### config.mk
export PLATFORM = sky130hd
export DESIGN_NAME = timestamp_delta_prefix_encoder_core
export DESIGN_NICKNAME = d
export VERILOG_FILES = /design/src/design/tdpe_pkg.sv /design/src/design/tdpe_encode.sv /design/src/design/tdpe_serializer.sv /design/src/design/timestamp_delta_prefix_encoder_core.sv
export SDC_FILE = /design/constraint.sdc
export NUM_CORES = 1
export LEC_CHECK = 0
export CAP_MARGIN = 10
export CORE_ASPECT_RATIO = 1.5
export CORE_UTILIZATION = 60
export CTS_BUF_LIST = sky130_fd_sc_hd__clkbuf_16
export DETAILED_ROUTE_END_ITERATION = 12
export DONT_BUFFER_PORTS = 1
export PLACE_DENSITY = 0.76
export SLEW_MARGIN = 20
export SYNTH_ARGS = -nofsm -noshare
export SYNTH_HDL_FRONTEND = slang
export SYNTH_SLANG_ARGS = --single-unit
export TNS_END_PERCENT = 100
### constraint.sdc
create_clock -name i_clk -period 8.65 [get_ports i_clk]
set_input_delay 1.73 -clock i_clk [delete_from_list [all_inputs] [get_ports i_clk]]
set_output_delay 1.73 -clock i_clk [all_outputs]
set_load 0.03 [all_outputs]
### src/design/tdpe_pkg.sv
// shared types and constants for the timestamp delta prefix encoder
`timescale 1ns / 1ps

package tdpe_pkg;

    localparam int TS_W        = 63;  // timestamp width in bits
    localparam int BYTE_W      = 8;   // output byte width
    localparam int WORD_W      = 64;  // byte shift word width
    localparam int CNT_W       = 4;   // enough to count eight bytes
    localparam int DELTA_BITS  = 35;  // largest encodable delta is below 2^35
    localparam int GROUP_BITS  = 7;   // payload bits per prefix byte

    localparam logic [CNT_W-1:0] BASE_BYTES = CNT_W'(8);
    localparam logic [CNT_W-1:0] ONE_BYTE   = CNT_W'(1);

    // what the encoder hands to the byte serializer
    typedef struct packed {
        logic [WORD_W-1:0] word;  // bytes to send, first byte in the top bits
        logic [CNT_W-1:0]  cnt;   // number of bytes to send
        logic              err;   // delta out of range
    } t_load;

endpackage

### src/design/tdpe_encode.sv
// combinational encoder: base word, prefix-coded delta or range error
`timescale 1ns / 1ps

module tdpe_encode
    import tdpe_pkg::*;
(
    input  logic [TS_W-1:0] i_ts,
    input  logic            i_restart,
    input  logic [TS_W-1:0] i_prev,
    input  logic            i_base_sent,
    output t_load           o_load
);

    logic [TS_W:0]         diff;
    logic                  neg;
    logic                  big;
    logic [DELTA_BITS-1:0] d;

    // delta with one extra bit to catch a negative result
    assign diff = {1'b0, i_ts} - {1'b0, i_prev};
    assign neg  = diff[TS_W];
    assign big  = |diff[TS_W-1:DELTA_BITS];
    assign d    = diff[DELTA_BITS-1:0];

    // pick the byte count and left-align the prefix code
    always_comb begin
        o_load = '0;
        if (i_restart || !i_base_sent) begin
            o_load.word = {1'b0, i_ts};
            o_load.cnt  = BASE_BYTES;
        end else if (neg || big) begin
            o_load.cnt = ONE_BYTE;
            o_load.err = 1'b1;
        end else if (d[DELTA_BITS-1:GROUP_BITS] == '0) begin
            o_load.word = {1'b1, d[6:0], 56'b0};
            o_load.cnt  = CNT_W'(1);
        end else if (d[DELTA_BITS-1:2*GROUP_BITS] == '0) begin
            o_load.word = {2'b01, d[13:0], 48'b0};
            o_load.cnt  = CNT_W'(2);
        end else if (d[DELTA_BITS-1:3*GROUP_BITS] == '0) begin
            o_load.word = {3'b001, d[20:0], 40'b0};
            o_load.cnt  = CNT_W'(3);
        end else if (d[DELTA_BITS-1:4*GROUP_BITS] == '0) begin
            o_load.word = {4'b0001, d[27:0], 32'b0};
            o_load.cnt  = CNT_W'(4);
        end else begin
            o_load.word = {5'b00001, d[34:0], 24'b0};
            o_load.cnt  = CNT_W'(5);
        end
    end

endmodule

### src/design/tdpe_serializer.sv
// byte shift register that sends one encoded byte per transfer
`timescale 1ns / 1ps

module tdpe_serializer
    import tdpe_pkg::*;
(
    input  logic              i_clk,
    input  logic              i_rst_n,
    input  logic              i_ld_valid,
    input  t_load             i_ld,
    output logic              o_ld_ready,
    output logic              o_valid,
    input  logic              i_ready,
    output logic [BYTE_W-1:0] o_byte,
    output logic              o_last,
    output logic              o_err
);

    logic [WORD_W-1:0] r_word, n_word;
    logic [CNT_W-1:0]  r_cnt, n_cnt;
    logic              r_err, n_err;
    logic              xfer;

    assign o_valid    = (r_cnt != '0);
    assign o_last     = (r_cnt == ONE_BYTE);
    assign o_byte     = r_word[WORD_W-1 -: BYTE_W];
    assign o_err      = r_err;
    assign xfer       = o_valid && i_ready;
    assign o_ld_ready = !o_valid || (o_last && i_ready);

    // load a new word or shift out the byte just sent
    always_comb begin
        n_word = r_word;
        n_cnt  = r_cnt;
        n_err  = r_err;
        if (i_ld_valid && o_ld_ready) begin
            n_word = i_ld.word;
            n_cnt  = i_ld.cnt;
            n_err  = i_ld.err;
        end else if (xfer) begin
            n_word = {r_word[WORD_W-BYTE_W-1:0], {BYTE_W{1'b0}}};
            n_cnt  = r_cnt - ONE_BYTE;
        end
    end

    always_ff @(posedge i_clk) begin
        if (!i_rst_n) begin
            r_cnt <= '0;
        end else begin
            r_cnt <= n_cnt;
        end
        r_word <= n_word;
        r_err  <= n_err;
    end

endmodule

### src/design/timestamp_delta_prefix_encoder_core.sv
// top level of the timestamp delta prefix encoder
`timescale 1ns / 1ps

// Takes 63-bit microsecond timestamps and sends a byte stream. A base
// timestamp (first after reset, or restart set) goes out as 8 bytes, most
// significant first; later ones go out as their delta in 1 to 5 prefix-coded
// bytes (k-1 zero bits, a one bit, 7k delta bits). A negative delta or one
// of 2^35 or more gives a single byte 0x00 with tuser set and tlast set; the
// stored timestamp still advances. The output sends one byte per cycle from
// a shift register while the output is not stalled; with no stall a new item
// is taken in the same cycle that the previous item's last byte goes out.
module timestamp_delta_prefix_encoder_core
    import tdpe_pkg::*;
(
    input  logic              i_clk,
    input  logic              i_rst_n,
    input  logic              s_axis_tvalid,
    output logic              s_axis_tready,
    input  logic [63:0]       s_axis_tdata,   // [62:0] timestamp_us, [63] zero
    input  logic              s_axis_tuser,   // [0] restart
    output logic              m_axis_tvalid,
    input  logic              m_axis_tready,
    output logic [BYTE_W-1:0] m_axis_tdata,   // [7:0] out_byte
    output logic              m_axis_tlast,   // last_byte
    output logic              m_axis_tuser    // [0] range_error
);

    logic            r_in_valid;
    logic [TS_W-1:0] r_ts;
    logic            r_restart;
    logic [TS_W-1:0] r_prev;
    logic            r_base_sent;
    t_load           enc;
    logic            ld_ready;
    logic            ld;

    assign ld            = r_in_valid && ld_ready;
    assign s_axis_tready = !r_in_valid || ld_ready;

    // input register and timestamp history
    always_ff @(posedge i_clk) begin
        if (!i_rst_n) begin
            r_in_valid  <= 1'b0;
            r_base_sent <= 1'b0;
            r_prev      <= '0;
        end else begin
            if (s_axis_tvalid && s_axis_tready) begin
                r_in_valid <= 1'b1;
            end else if (ld) begin
                r_in_valid <= 1'b0;
            end
            if (ld) begin
                r_prev      <= r_ts;
                r_base_sent <= 1'b1;
            end
        end
        if (s_axis_tvalid && s_axis_tready) begin
            r_ts      <= s_axis_tdata[TS_W-1:0];
            r_restart <= s_axis_tuser;
        end
    end

    tdpe_encode u_encode (
        .i_ts        (r_ts),
        .i_restart   (r_restart),
        .i_prev      (r_prev),
        .i_base_sent (r_base_sent),
        .o_load      (enc)
    );

    tdpe_serializer u_serializer (
        .i_clk      (i_clk),
        .i_rst_n    (i_rst_n),
        .i_ld_valid (r_in_valid),
        .i_ld       (enc),
        .o_ld_ready (ld_ready),
        .o_valid    (m_axis_tvalid),
        .i_ready    (m_axis_tready),
        .o_byte     (m_axis_tdata),
        .o_last     (m_axis_tlast),
        .o_err      (m_axis_tuser)
    );

endmodule

==> impl_metrics.prom <==
# TYPE chip_impl_metric gauge
chip_impl_info{name="whs_endpoint",value="r_prev[13]"} 1
chip_impl_metric{name="dr.pass1.iters",unit=""} 6
chip_impl_metric{name="timing.critical_path.buf_inv",unit=""} 1
chip_impl_metric{name="syn-num-nets",unit=""} 1759
chip_impl_info{name="clock-root-buffer",value="sky130_fd_sc_hd__clkbuf_16"} 1
chip_impl_metric{name="antenna_found_initial",unit=""} 2
chip_impl_metric{name="timing.max_slew.rel_slack",unit="%"} 35.0
chip_impl_metric{name="multi_input_area",unit="um2"} 7520
chip_impl_metric{name="reg2regPathDepth",unit=""} 14
chip_impl_info{name="status",value="completed"} 1
chip_impl_metric{name="postRouteAntennaNets",unit=""} 0
chip_impl_metric{name="ctsLongestPathBuffers",unit=""} 2
chip_impl_metric{name="design.core.area",unit="um2"} 22200
chip_impl_metric{name="timing.critical_path.fanout_max",unit=""} 38
chip_impl_metric{name="setup_tns",unit="ns"} 0
chip_impl_info{name="cts_tree",value="done"} 1
chip_impl_metric{name="grt_util_all_layers",unit="%"} 36.6
chip_impl_info{name="critical_path_most_common_cell",value="sky130_fd_sc_hd__o31ai_1"} 1
chip_impl_info{name="rr_endpoint",value="u_serializer.r_word[52]"} 1
chip_impl_metric{name="die-width",unit="um"} 125
chip_impl_metric{name="grt_remaining_overflow",unit=""} 0
chip_impl_metric{name="clock_latency",unit="ns"} 0.46
chip_impl_metric{name="final_nets",unit=""} 1690
chip_impl_metric{name="drt-vias-per-instance",unit=""} 6.55
chip_impl_metric{name="count_of_flip_flops_with_a_built_in_enable_after_synthesis",unit=""} 129
chip_impl_metric{name="cts_made_buffers",unit=""} 17
chip_impl_metric{name="syn_avg_cell_area",unit="um2"} 8.35
chip_impl_metric{name="grt_pass1_vias",unit=""} 11300
chip_impl_metric{name="synth_warnings",unit=""} 0
chip_impl_info{name="worst_setup_path_end_kind",value="flop"} 1
chip_impl_metric{name="cpPeakStageDelay",unit="ns"} 0.85
chip_impl_metric{name="initial_utilization",unit="%"} 61.0
chip_impl_metric{name="grt_max_degree",unit=""} 73
chip_impl_info{name="cp_top_family",value="simple AND/OR/NAND/NOR gates"} 1
chip_impl_metric{name="drc",unit=""} 0
chip_impl_info{name="hold_start",value="r_prev[13]"} 1
chip_impl_metric{name="cts_resizes",unit=""} 0
chip_impl_metric{name="place_inst",unit=""} 1811
chip_impl_metric{name="top_level_ports",unit=""} 81
chip_impl_metric{name="power.ir.vdd_worst",unit="mV"} 0.245
chip_impl_metric{name="globalplace.congestion",unit=""} 0.983
chip_impl_metric{name="synth_seq_cells",unit=""} 198
chip_impl_metric{name="number_of_failing_setup_endpoints_in_the_final_timing_report",unit=""} 0
chip_impl_metric{name="maxCapViolCount",unit=""} 0
chip_impl_metric{name="maxSlewViolCount",unit=""} 0
chip_impl_info{name="cp_cell_sequence",value="inv_1 > ha_1 > fa_1 > nand2b_1 > a21o_1 > o31ai_1 > o21ai_1 > a21oi_1 > nor2_1 > mux2i_1 > or4_4 > nor4_4 > nand3_2 > o31ai_1"} 1
chip_impl_metric{name="drtIter0Drc",unit=""} 1057
chip_impl_metric{name="final.period_utilization",unit="%"} 67.2
chip_impl_metric{name="hold_path_depth",unit=""} 2
chip_impl_info{name="post_synth_main_area_contributors",value="sky130_fd_sc_hd__edfxtp_1 (29%), sky130_fd_sc_hd__dfxtp_1 (10%), sky130_fd_sc_hd__nand2_1 (7.8%), sky130_fd_sc_hd__a21oi_1 (7.8%), sky130_fd_sc_hd__ha_1 (6.1%)"} 1
chip_impl_metric{name="vias",unit=""} 12100
chip_impl_metric{name="io_buffers",unit=""} 0
chip_impl_metric{name="worst_setup_hold_path_clk_slew",unit="ns"} 0.08
chip_impl_metric{name="first_pass_grt_wire_length",unit="um"} 63800
chip_impl_metric{name="floorplan.die.height",unit="um"} 186
chip_impl_metric{name="max_freq",unit="MHz"} 172
chip_impl_info{name="synth_ff_type",value="sky130_fd_sc_hd__edfxtp_1"} 1
chip_impl_metric{name="synth.top_cell.area_share",unit="%"} 28.6
chip_impl_metric{name="clock-sinks",unit=""} 198
chip_impl_metric{name="seqCellArea",unit="um2"} 5260
chip_impl_info{name="rsz0062_at_grt",value="no"} 1
chip_impl_metric{name="worstPathArrival",unit="ns"} 6.04
chip_impl_metric{name="final.min_clock_period",unit="ns"} 5.82
chip_impl_metric{name="wirelength",unit="um"} 42700
chip_impl_info{name="crit_path_kind",value="flop to flop"} 1
chip_impl_metric{name="worst_slew_pin_slew",unit="ns"} 0.968
chip_impl_info{name="synth.most_common_cell",value="sky130_fd_sc_hd__nand2_1"} 1
chip_impl_metric{name="drive_gt1_share",unit="%"} 5.42
chip_impl_metric{name="synthArstFlopShare",unit="%"} 0
chip_impl_metric{name="leakagePower",unit="nW"} 5.15
chip_impl_metric{name="area_growth",unit="%"} 4.59
chip_impl_metric{name="fp-row-count",unit=""} 67
chip_impl_metric{name="count_of_final_hold_check_violations",unit=""} 0
chip_impl_metric{name="routedWlPerCell",unit="um"} 23.1
chip_impl_metric{name="post-cts-setup-buffers",unit=""} 0
chip_impl_metric{name="fin_skew",unit="ns"} 0.0109
chip_impl_metric{name="layoutNonFillerInstCount",unit=""} 1843
chip_impl_info{name="worstHoldPathType",value="flop to flop"} 1
chip_impl_metric{name="post_synth_inst_count",unit=""} 1623
chip_impl_metric{name="synth.lib_cells_used.distinct",unit=""} 87
chip_impl_info{name="crit_slowest_cell",value="sky130_fd_sc_hd__nand3_2"} 1
chip_impl_info{name="crit_path_start_kind",value="flop"} 1
chip_impl_metric{name="h-tree-depth",unit=""} 4
chip_impl_metric{name="cp.required",unit="ns"} 8.87
chip_impl_metric{name="dp.final_hpwl",unit="um"} 32600
chip_impl_info{name="worst_r2r_startpoint",value="r_ts[0]"} 1
chip_impl_metric{name="diodes",unit=""} 0
chip_impl_info{name="synth_common_cells",value="sky130_fd_sc_hd__nand2_1 (283), sky130_fd_sc_hd__a21oi_1 (210), sky130_fd_sc_hd__edfxtp_1 (129)"} 1
chip_impl_metric{name="synth.cell_area",unit="um2"} 13500
chip_impl_metric{name="power_density",unit="nW/um2"} 343
chip_impl_metric{name="seq_area_frac_synth",unit="%"} 38.8
chip_impl_metric{name="cts-hold-fix-buffers",unit=""} 0
chip_impl_metric{name="n_fill_cell",unit=""} 1895
chip_impl_metric{name="die_area",unit="um2"} 23200
chip_impl_metric{name="worst-r2r-setup-slack",unit="ns"} 2.83
chip_impl_metric{name="fin_total_pwr",unit="mW"} 4.86
chip_impl_info{name="yosys.area.top_type",value="sky130_fd_sc_hd__edfxtp_1"} 1
cells by family after synthesis:
family / count (synthesis) / share of synthesized area, %
fa+ha+maj: 67 / 6.24
buf+inv: 187 / 5.85
xor+xnor: 36 / 2.33
simple gates: 622 / 22.4
compound gates: 492 / 22.8
flops: 198 / 38.8
mux: 21 / 1.61
worst min-delay path, stage by stage (launching register included):
cell,delay [ns]
sky130_fd_sc_hd__dfxtp_1,0.31
sky130_fd_sc_hd__nand2_1,0.05
sky130_fd_sc_hd__a21oi_1,0.05
report_power, final:
| part | switching [mW] | total (mW) | leakage [nW] | internal [mW] |
|---|---|---|---|---|
| clock | 0.410 | 0.850 | 0.315 | 0.440 |
| sequential | 0.180 | 1.58 | 1.82 | 1.40 |
| combinational | 1.67 | 2.44 | 3.02 | 0.765 |
registers in the layout, summed over array words and instances, names as in the netlist:
name and flops:
r_ts 63, r_restart 1, r_prev 63, r_in_valid 1, u_serializer.r_cnt 4, u_serializer.o_err 1, u_serializer.r_word 64, r_base_sent 1
cell usage in the layout (no fill, tap or decap), drive strengths merged, types with 12 or more instances in the layout:
master  instances
xnor2          21
o211ai         20
o31ai          18
nand4          31
and3           58
mux2i          15
nand2b         14
and4           12
ha             66
a21o           17
and2           15
a31oi          12
nor2           93
nor3           27
edfxtp        129
dfxtp          69
inv            97
xor2           15
clkbuf         20
o21a           20
a21oi         213
o21ai         100
nand3          40
nand2         283
cell type report:
class / count / share of cell area, %
multi-input cells: 1238 / 53.1
flip-flops and latches: 198 / 37.1
repair buffers: 9 / 0.477
clock buffers: 20 / 3.53
well taps: 276 / 2.44
inverters: 90 / 2.39
clock inverters: 12 / 0.989
layer usage:
layer	GRT usage, %	up-vias	routed length, um
met3	4.71	120	1810
met2	67.2	432	22300
met1	38.9	5766	15600
met5	0	-	14
met4	25.3	2	2920
li1	-	5745	-
through the flow:
step	setup WS, ns	area (um2)	hold slack, ns	utilization, %
floorplan	4.59	13500	0.436	-
global placement	3.11	13500	0.442	60.9
detailed placement	3.03	13500	0.446	60.9
CTS	2.98	14200	0.457	63.8
global route	2.66	14200	0.473	63.8
finish	2.83	14200	0.455	63.8
how the worst max path moves through the flow:
stage / startpoint / endpoint / slack (ns) / cells past startpoint
detailed placement: r_ts[0] / u_serializer.r_word[52] / 3.03 / 14
floorplan: m_axis_tready / r_restart / 4.59 / 3
global placement: r_ts[0] / u_serializer.r_word[52] / 3.11 / 14
global route: r_ts[0] / u_serializer.r_word[29] / 2.66 / 14
finish: r_ts[0] / u_serializer.r_word[52] / 2.83 / 14
CTS: r_ts[0] / u_serializer.r_word[52] / 2.98 / 14
Power figures use the tool's default switching activity.
